<file path="src/rgb_gray_histogram_stats_defines.svh">
// Assertion macros shared by the histogram RTL files.
`ifndef RGB_GRAY_HISTOGRAM_STATS_DEFINES_SVH
`define RGB_GRAY_HISTOGRAM_STATS_DEFINES_SVH
`ifndef SYNTH
// Checked while reset is low.
`define RGHS_ASSERT(name, prop) \
   name: assert property (@(posedge clock) disable iff (reset) prop) \
      else $error("rghs assertion failed");
// Checked on every edge, reset included.
`define RGHS_ASSERT_ALWAYS(name, prop) \
   name: assert property (@(posedge clock) prop) \
      else $error("rghs assertion failed");
`else
`define RGHS_ASSERT(name, prop)
`define RGHS_ASSERT_ALWAYS(name, prop)
`endif
`endif

</file>
<file path="src/rghs_pkg.sv">
// Types, constants and helpers for the RGB/gray histogram block.
package rghs_pkg;

   localparam int COUNT_BITS = 24;
   localparam int BINS       = 256;
   localparam int BIN_AW     = $clog2(BINS);
   localparam int SUM_BITS   = 32;
   localparam int FIFO_DEPTH = 2;
   localparam int FIFO_AW    = $clog2(FIFO_DEPTH);

   localparam logic [COUNT_BITS-1:0] COUNT_FULL = {COUNT_BITS{1'b1}};

   localparam logic [8:0] IDX_MAX   = 9'd256;
   localparam logic [8:0] IDX_SUM   = 9'd257;
   localparam logic [8:0] IDX_LIGHT = 9'd258;
   localparam logic [7:0] MID_LEVEL = 8'd127;

   localparam logic KIND_COUNT = 1'b0;
   localparam logic KIND_READ  = 1'b1;

   localparam logic [1:0] CH_GRAY = 2'd0;

   localparam logic [1:0] ST_OK    = 2'd0;
   localparam logic [1:0] ST_RANGE = 2'd1;
   localparam logic [1:0] ST_EMPTY = 2'd2;

   // One queued transaction, gray level already worked out.
   typedef struct packed {
      logic       kind;
      logic [7:0] red;
      logic [7:0] green;
      logic [7:0] blue;
      logic [7:0] gray;
      logic [1:0] channel;
      logic [8:0] index;
   } item_type;

   // Queue handshake between front and back.
   typedef struct packed {
      logic     valid;
      item_type item;
   } queue_head_type;

   function automatic logic [SUM_BITS-1:0] sat_add(input logic [SUM_BITS-1:0] s,
                                                  input logic [7:0] a);
      logic [SUM_BITS:0] t;
      t = {1'b0, s} + (SUM_BITS + 1)'(a);
      return t[SUM_BITS] ? {SUM_BITS{1'b1}} : t[SUM_BITS-1:0];
   endfunction

endpackage

</file>
<file path="src/rghs_front.sv">
// Front end: takes transactions, computes gray, and queues them for the back end.
`include "rgb_gray_histogram_stats_defines.svh"
module rghs_front import rghs_pkg::*; (
   input  logic           clock,
   input  logic           reset,
   input  logic           push,
   input  logic           req_kind,
   input  logic [7:0]     req_red,
   input  logic [7:0]     req_green,
   input  logic [7:0]     req_blue,
   input  logic [1:0]     req_channel,
   input  logic [8:0]     req_index,
   input  logic           pop,
   output logic           full,
   output queue_head_type head
);

   item_type               fifo_ff [FIFO_DEPTH];
   logic [FIFO_AW-1:0]     wr_ptr_ff, wr_ptr_in;
   logic [FIFO_AW-1:0]     rd_ptr_ff, rd_ptr_in;
   logic [FIFO_AW:0]       cnt_ff, cnt_in;
   logic [12:0]            luma;
   item_type               new_item;

   // gray = (11r + 16g + 5b) / 32, max 8160 fits in 13 bits
   always_comb begin
      luma = 13'(req_red) * 13'd11 + 13'(req_green) * 13'd16 + 13'(req_blue) * 13'd5;
      new_item.kind    = req_kind;
      new_item.red     = req_red;
      new_item.green   = req_green;
      new_item.blue    = req_blue;
      new_item.gray    = luma[12:5];
      new_item.channel = req_channel;
      new_item.index   = req_index;
   end

   always_comb begin
      wr_ptr_in = push ? wr_ptr_ff + 1'b1 : wr_ptr_ff;
      rd_ptr_in = pop ? rd_ptr_ff + 1'b1 : rd_ptr_ff;
      cnt_in    = cnt_ff + (FIFO_AW + 1)'(push) - (FIFO_AW + 1)'(pop);
   end

   always_ff @(posedge clock) begin
      if (reset) begin
         wr_ptr_ff <= '0;
         rd_ptr_ff <= '0;
         cnt_ff    <= '0;
      end else begin
         wr_ptr_ff <= wr_ptr_in;
         rd_ptr_ff <= rd_ptr_in;
         cnt_ff    <= cnt_in;
      end
   end

   always_ff @(posedge clock) begin
      if (push) begin
         fifo_ff[wr_ptr_ff] <= new_item;
      end
   end

   assign full       = (cnt_ff == (FIFO_AW + 1)'(FIFO_DEPTH));
   assign head.valid = (cnt_ff != '0);
   assign head.item  = fifo_ff[rd_ptr_ff];

   `RGHS_ASSERT(a_no_push_full, full |-> !push)
   `RGHS_ASSERT(a_no_pop_empty, pop |-> head.valid)

endmodule

</file>
<file path="config.mk">
export PLATFORM = sky130hd
export DESIGN_NAME = rghs_front
export DESIGN_NICKNAME = d
export VERILOG_FILES = /design/src/rghs_pkg.sv /design/src/rghs_front.sv
export VERILOG_INCLUDE_DIRS = /design/src /design/src/src
export SDC_FILE = /design/constraint.sdc
export NUM_CORES = 1
export LEC_CHECK = 0
export BUFFER_PORTS_ARGS = -buffer_cell sky130_fd_sc_hd__buf_2
export CELL_PAD_IN_SITES_DETAIL_PLACEMENT = 2
export CELL_PAD_IN_SITES_GLOBAL_PLACEMENT = 2
export CORE_ASPECT_RATIO = 0.5
export CORE_MARGIN = 4
export CORE_UTILIZATION = 36
export CTS_CLUSTER_SIZE = 24
export DETAILED_ROUTE_END_ITERATION = 7
export PLACE_DENSITY_LB_ADDON = 0.1
export SLEW_MARGIN = 20
export SYNTH_ARGS = -nofsm -noshare
export SYNTH_HDL_FRONTEND = slang
export SYNTH_SLANG_ARGS = --single-unit
</file>
<file path="constraint.sdc">
create_clock -name clock -period 4.62 [get_ports clock]
set_clock_uncertainty 0.15 [all_clocks]
set_input_delay 1.386 -clock clock [delete_from_list [all_inputs] [get_ports clock]]
set_output_delay 1.386 -clock clock [all_outputs]
set_load 0.005 [all_outputs]
</file>
Yosys cells after proc, flatten, opt, wreduce, memory -nomap -nowiden
Memory sizes are Yosys's and may differ from the RTL's. A register that Yosys moved wholly into a read port is not among the register bits.
Index checks and enable logic that the tools add are counted.
Widths: inputs -> output; s select.
{"block": "word_totals", "ff_bits": 4, "mem_bits_rw": 88, "out_inout_bits": 46, "word_cells": 18, "mem_count": 1}
{"name": "fifo_ff", "depth": 2, "width": 44, "rd": 1, "rd_clocked_by_memory_dff": 1, "wr": 1, "line_no": "rghs_front.sv:18", "source": "item_type fifo_ff [FIFO_DEPTH];"}
{"block": "classes", "addsub": 6, "multipliers": 2, "n_eq_ne": 1, "mux": 4, "reduce_logical": 1}
{"cell": "$add 12x12->13", "n": 1}
{"cell": "$add 13x11->13", "n": 1}
{"cell": "$mul 8x4->12 const B", "n": 1}
{"cell": "$mul 8x3->11 const B", "n": 1}
{"cell": "$mux 1", "n": 4}
{"cell": "$add 1x1->1 const B", "n": 2}
{"cell": "$add 2x1->2", "n": 1}
{"cell": "$eq 2x2->1 const B", "n": 1}
{"cell": "$reduce_bool 2->1", "n": 1}
{"cell": "$sub 2x1->2", "n": 1}

Longest topological paths before layout
{"block": "logic_depth", "word_depth": 3, "ltp_mapped": 14}

Worst setup path after synthesis
OpenSTA, ideal clock, no wires.
{"block": "synth_timing", "kind": "input port to flip-flop", "startpoint": "input req_blue[5]", "endpoint": "memory fifo_ff[0][16] (netlist bit), data pin", "arrival_ps": 4523, "required_time_ps": 4267, "slack_ps": -256, "cell_stages": 12, "path_buffers": 0, "cell_sequence": "ha_1 -> inv_1 -> fa_1 -> fa_1 -> fa_1 -> inv_1 -> ha_1 -> a21o_1 -> o2bb2ai_2 -> a31oi_2 -> nor2_2 -> a2111oi_2"}
{"block": "synth_between", "elab_chain_cells": 2}
{"element": "start: declaration", "line_no": "rghs_front.sv:10", "source": "input logic [7:0] req_blue,"}
{"element": "$mul 8x3->11", "line_no": "rghs_front.sv:27", "source": "luma = 13'(req_red) * 13'd11 + 13'(req_green) * 13'd16 + 13'(req_blue) * 13'd5;"}
{"element": "$add 13x11->13", "line_no": "rghs_front.sv:27"}
{"element": "net luma[10]", "line_no": "rghs_front.sv:22", "source": "logic [12:0] luma;"}
{"element": "end: declaration", "line_no": "rghs_front.sv:18"}
The timed path passes the listed nets, and every way through them passes these cells.

Final worst setup path
{"block": "layout_timing", "startpoint": "input req_red[4]", "endpoint": "memory fifo_ff[0][16] (netlist bit), data pin"}
{"block": "layout_between", "elab_chain_cells": 3}
{"element": "start: declaration", "line_no": "rghs_front.sv:8", "source": "input logic [7:0] req_red,"}
{"element": "$mul 8x4->12", "line_no": "rghs_front.sv:27"}
{"element": "$add 12x12->13", "line_no": "rghs_front.sv:27"}
{"element": "$add 13x11->13", "line_no": "rghs_front.sv:27"}
{"element": "net luma[10]", "line_no": "rghs_front.sv:22"}
The timed path passes the listed nets, and every way through them passes these cells.

==> flow_summary.ini <==
[run_status]
status = finished, final reports clean

[job]
cap_viol_max_count = 0

[synth]
ys_top_cells_by_area = edfxtp_1 (56%), fa_1 (11%), mux2_2 (10%), ha_1 (8.7%), inv_1 (3.7%)
synth_flop_cell = edfxtp_1
synth_seq_cells = 93
syn_avg_cell_area_um2 = 15.91
synth_top_family_by_area = adder cells
synthAdderAreaFrac_pct = 19.33
synthArstFlopShare_pct = 0
syn_area_um2 = 4725
yosys.area.top_type = edfxtp_1
muxShareOfSynthArea_pct = 10.49
synthXorXnorAreaFrac_pct = 1.483
synth_edf_count = 88
seq_area_frac_synth_pct = 58.05
yosys.cell_types.count = 33
synthCells = 297
syn_nets = 395
ys.warnings.count = 0
yosys.area_share.simple_pct = 3.072
synth_compound_area_share_pct = 3.337
synth_top_area_share_pct = 55.93

[clock_network]
insertion_delay_ps = 340
cts_root_buf = clkbuf_16
clk_pin_slew_worst_paths_ps = 70
ctsLongestPathBuffers = 2
tritoncts = built
cts_made_buffers = 9
htreeDepth = 3
clkSinkCount = 93

[place]
io_buffer_count = 85
placed_area_um2 = 5648
place.gp.congestion = 0.7360
hpwl_mm = 8.346
place_inst = 574

[floorplanning]
row_count = 29
fp.dieH_um = 89.01
fp.dieW_um = 170.0
ios = 86
core_um2 = 12740
dieArea_um2 = 15130
start_util_pct = 37.10

[worst_setup_path]
end_kind = flip-flop
cp.arrival_ps = 4530
reg2reg_depth = 2
r2r_setup_slack_ps = 2600
crit_required_ps = 4550
r2r_start = wr_ptr_ff
setup.worst_path.class = in2reg
crit_path_start = req_red[4]
r2r_end = fifo_ff[0][35]
cp_max_fo = 4
setup.worst_path.end = fifo_ff[0][16]
worstSetupStartpointType = input pin

[global_route]
track_usage_pct = 15.37
grt_pass1_vias = 3244
grt_max_degree = 45
antenna_found_initial = 0
gr-total-overflow = 0
grt_pass1_wl_mm = 17.40

[power_and_ir_drop]
switching_power_mw = 1.014
p_seq_share_pct = 35.2
powerDensity_nw_per_um2 = 525.3
ir_drop_v = 0.0002156
switching_share_pct = 31.59
power_frac_clock_pct = 23.5
p_leak_nw = 2.489
power_frac_comb_pct = 41.2
intPower_mw = 2.197

[sta]
period_share_pct = 99.70
rsz0062_at_grt = yes
hold_viol = 0
tightest_slew_ps = 922.8
max_freq_ghz = 0.2171
slew_headroom_pct = 38.35
setup_viol = 0
layout_min_cycle_time_ps = 4606
maxSlewViolCount = 0

[detailed_routing]
wirelength_mm = 11.13
wl_per_cell_um = 18.81
drt.antenna.violating_nets = 0
vias = 2771
vias_per_cell = 4.681
first_pass_iters = 4
drt-initial-drc-count = 68
drc_errors = 0

[final_layout]
design_area_um2 = 6112
fill_cells = 1236
n_antenna_cell = 0
area_growth_syn_to_layout_pct = 29.37
drive_gt1_share_pct = 50.47
nNetsFinal = 515
fin_cells = 592

[worst_hold_path]
min_path_cells = 2
hp-class = reg2reg
cell type report:
cell class / count / area (um2) / share of cell area [%]
Clock buffer: 9 / 225.2 / 3.685
Clock inverter: 7 / 81.33 / 1.331
Inverter: 47 / 176.4 / 2.886
Multi-Input combinational cell: 152 / 1981 / 32.41
Sequential cell: 93 / 2744 / 44.89
Tap cell: 170 / 212.7 / 3.480
Timing Repair Buffer: 114 / 691.9 / 11.32
metrics by stage:
step / util [%] / power (mW) / setup TNS, ps / setup WS, ps / hold slack [ps]
detailed placement: 44.35 / 2.371 / -4680 / -461.8 / 359.3
global placement: 44.35 / 2.283 / -3182 / -353.5 / 346.6
global route: 47.99 / 3.431 / -543.9 / -89.61 / 404.3
CTS: 47.62 / 3.236 / -1.743 / -0.9117 / 380.6
floorplan: - / 1.916 / -120.5 / -40.51 / 329.9
finish: 47.99 / 3.211 / 0 / 13.75 / 368.5
worst min-delay path by stage:
stage	from	to	slack, ps
global placement	rd_ptr_ff	rd_ptr_ff	350
global route	rd_ptr_ff	rd_ptr_ff	400
finish	rd_ptr_ff	rd_ptr_ff	370
CTS	rd_ptr_ff	rd_ptr_ff	380
floorplan	rd_ptr_ff	flip-flop	330
detailed placement	rd_ptr_ff	rd_ptr_ff	360
layer usage:
| layer | vias up | part of all wire, % | global-route usage (%) |
|---|---|---|---|
| li1 | 1292 | - | - |
| met1 | 1417 | 42 | 18.18 |
| met2 | 53 | 53 | 28.44 |
| met3 | 9 | 4.2 | 4.329 |
| met4 | 0 | 0.84 | 3.478 |
| met5 | - | 0 | 0 |
cells by family (layout without fill, tap and decap cells):
group	count (synthesis)	after routing
flops	93	93
mux	44	44
buf+inv	52	177
xor+xnor	8	8
compound gates	15	15
simple gates	27	27
fa+ha+maj	58	58
power by group through the flow:
stage | sequential, mW | combinational [mW] | clock [mW]
CTS | 1.13 | 1.32 | 0.780
global route | 1.14 | 1.47 | 0.816
detailed placement | 1.15 | 1.22 | 0
global placement | 1.14 | 1.14 | 0
floorplan | 1.13 | 0.782 | 0
finish | 1.13 | 1.32 | 0.756
what timing repair did:
| action | in CTS | in global routing |
|---|---|---|
| setup endpoints to repair | 8 | 12 |
| endpoints found under the hold margin | 0 | 0 |
| buffers inserted | 1 | 1 |
| gates resized for setup | 25 | 6 |
| hold buffers | 0 | 0 |
| pin swaps | 18 | 7 |
sequential cells by signal (all words and copies together) (netlist names), named ones only:
| signal | cells |
|---|---|
| fifo_ff | 88 |
| wr_ptr_ff | 1 |
| rd_ptr_ff | 1 |
| cnt_ff | 2 |
critical path, cell delays in order:
cell       delay (ps)
buf_4             140
ha_4              260
inv_2              30
fa_1              500
fa_1              460
fa_1              520
inv_2              50
ha_4              240
a21o_1            210
o2bb2ai_2         140
a31oi_4           230
nor3b_4           280
a2111oi_4          60
cells in the mapped netlist, drive strengths merged (2+ instances only):
cell type / number
a21o: 3
and2: 2
nor2b: 6
mux2: 44
o31a: 3
a21oi: 2
nand2: 4
fa: 25
dfxtp: 5
nor2: 8
buf: 4
xnor2: 7
inv: 47
nand4: 2
edfxtp: 88
ha: 33
cells in the final DEF, fill, tap and decap left out, types with 2 or more instances in the layout:
cell type and count:
edfxtp_1 88, buf_2 78, mux2_2 44, inv_1 40, buf_4 32, fa_1 23, ha_1 22, ha_4 10
clkbuf_16 9, inv_2 7, xnor2_1 7, nor2_1 6, dfxtp_1 4, nand2_1 3, a21o_1 3, nor2b_1 3
o31a_1 3, a21oi_2 2, nand4_1 2, nor2b_4 2, fa_2 2, inv_8 2, clkinvlp_4 2, buf_8 2
Note: power is estimated with default switching activity, not from simulation.
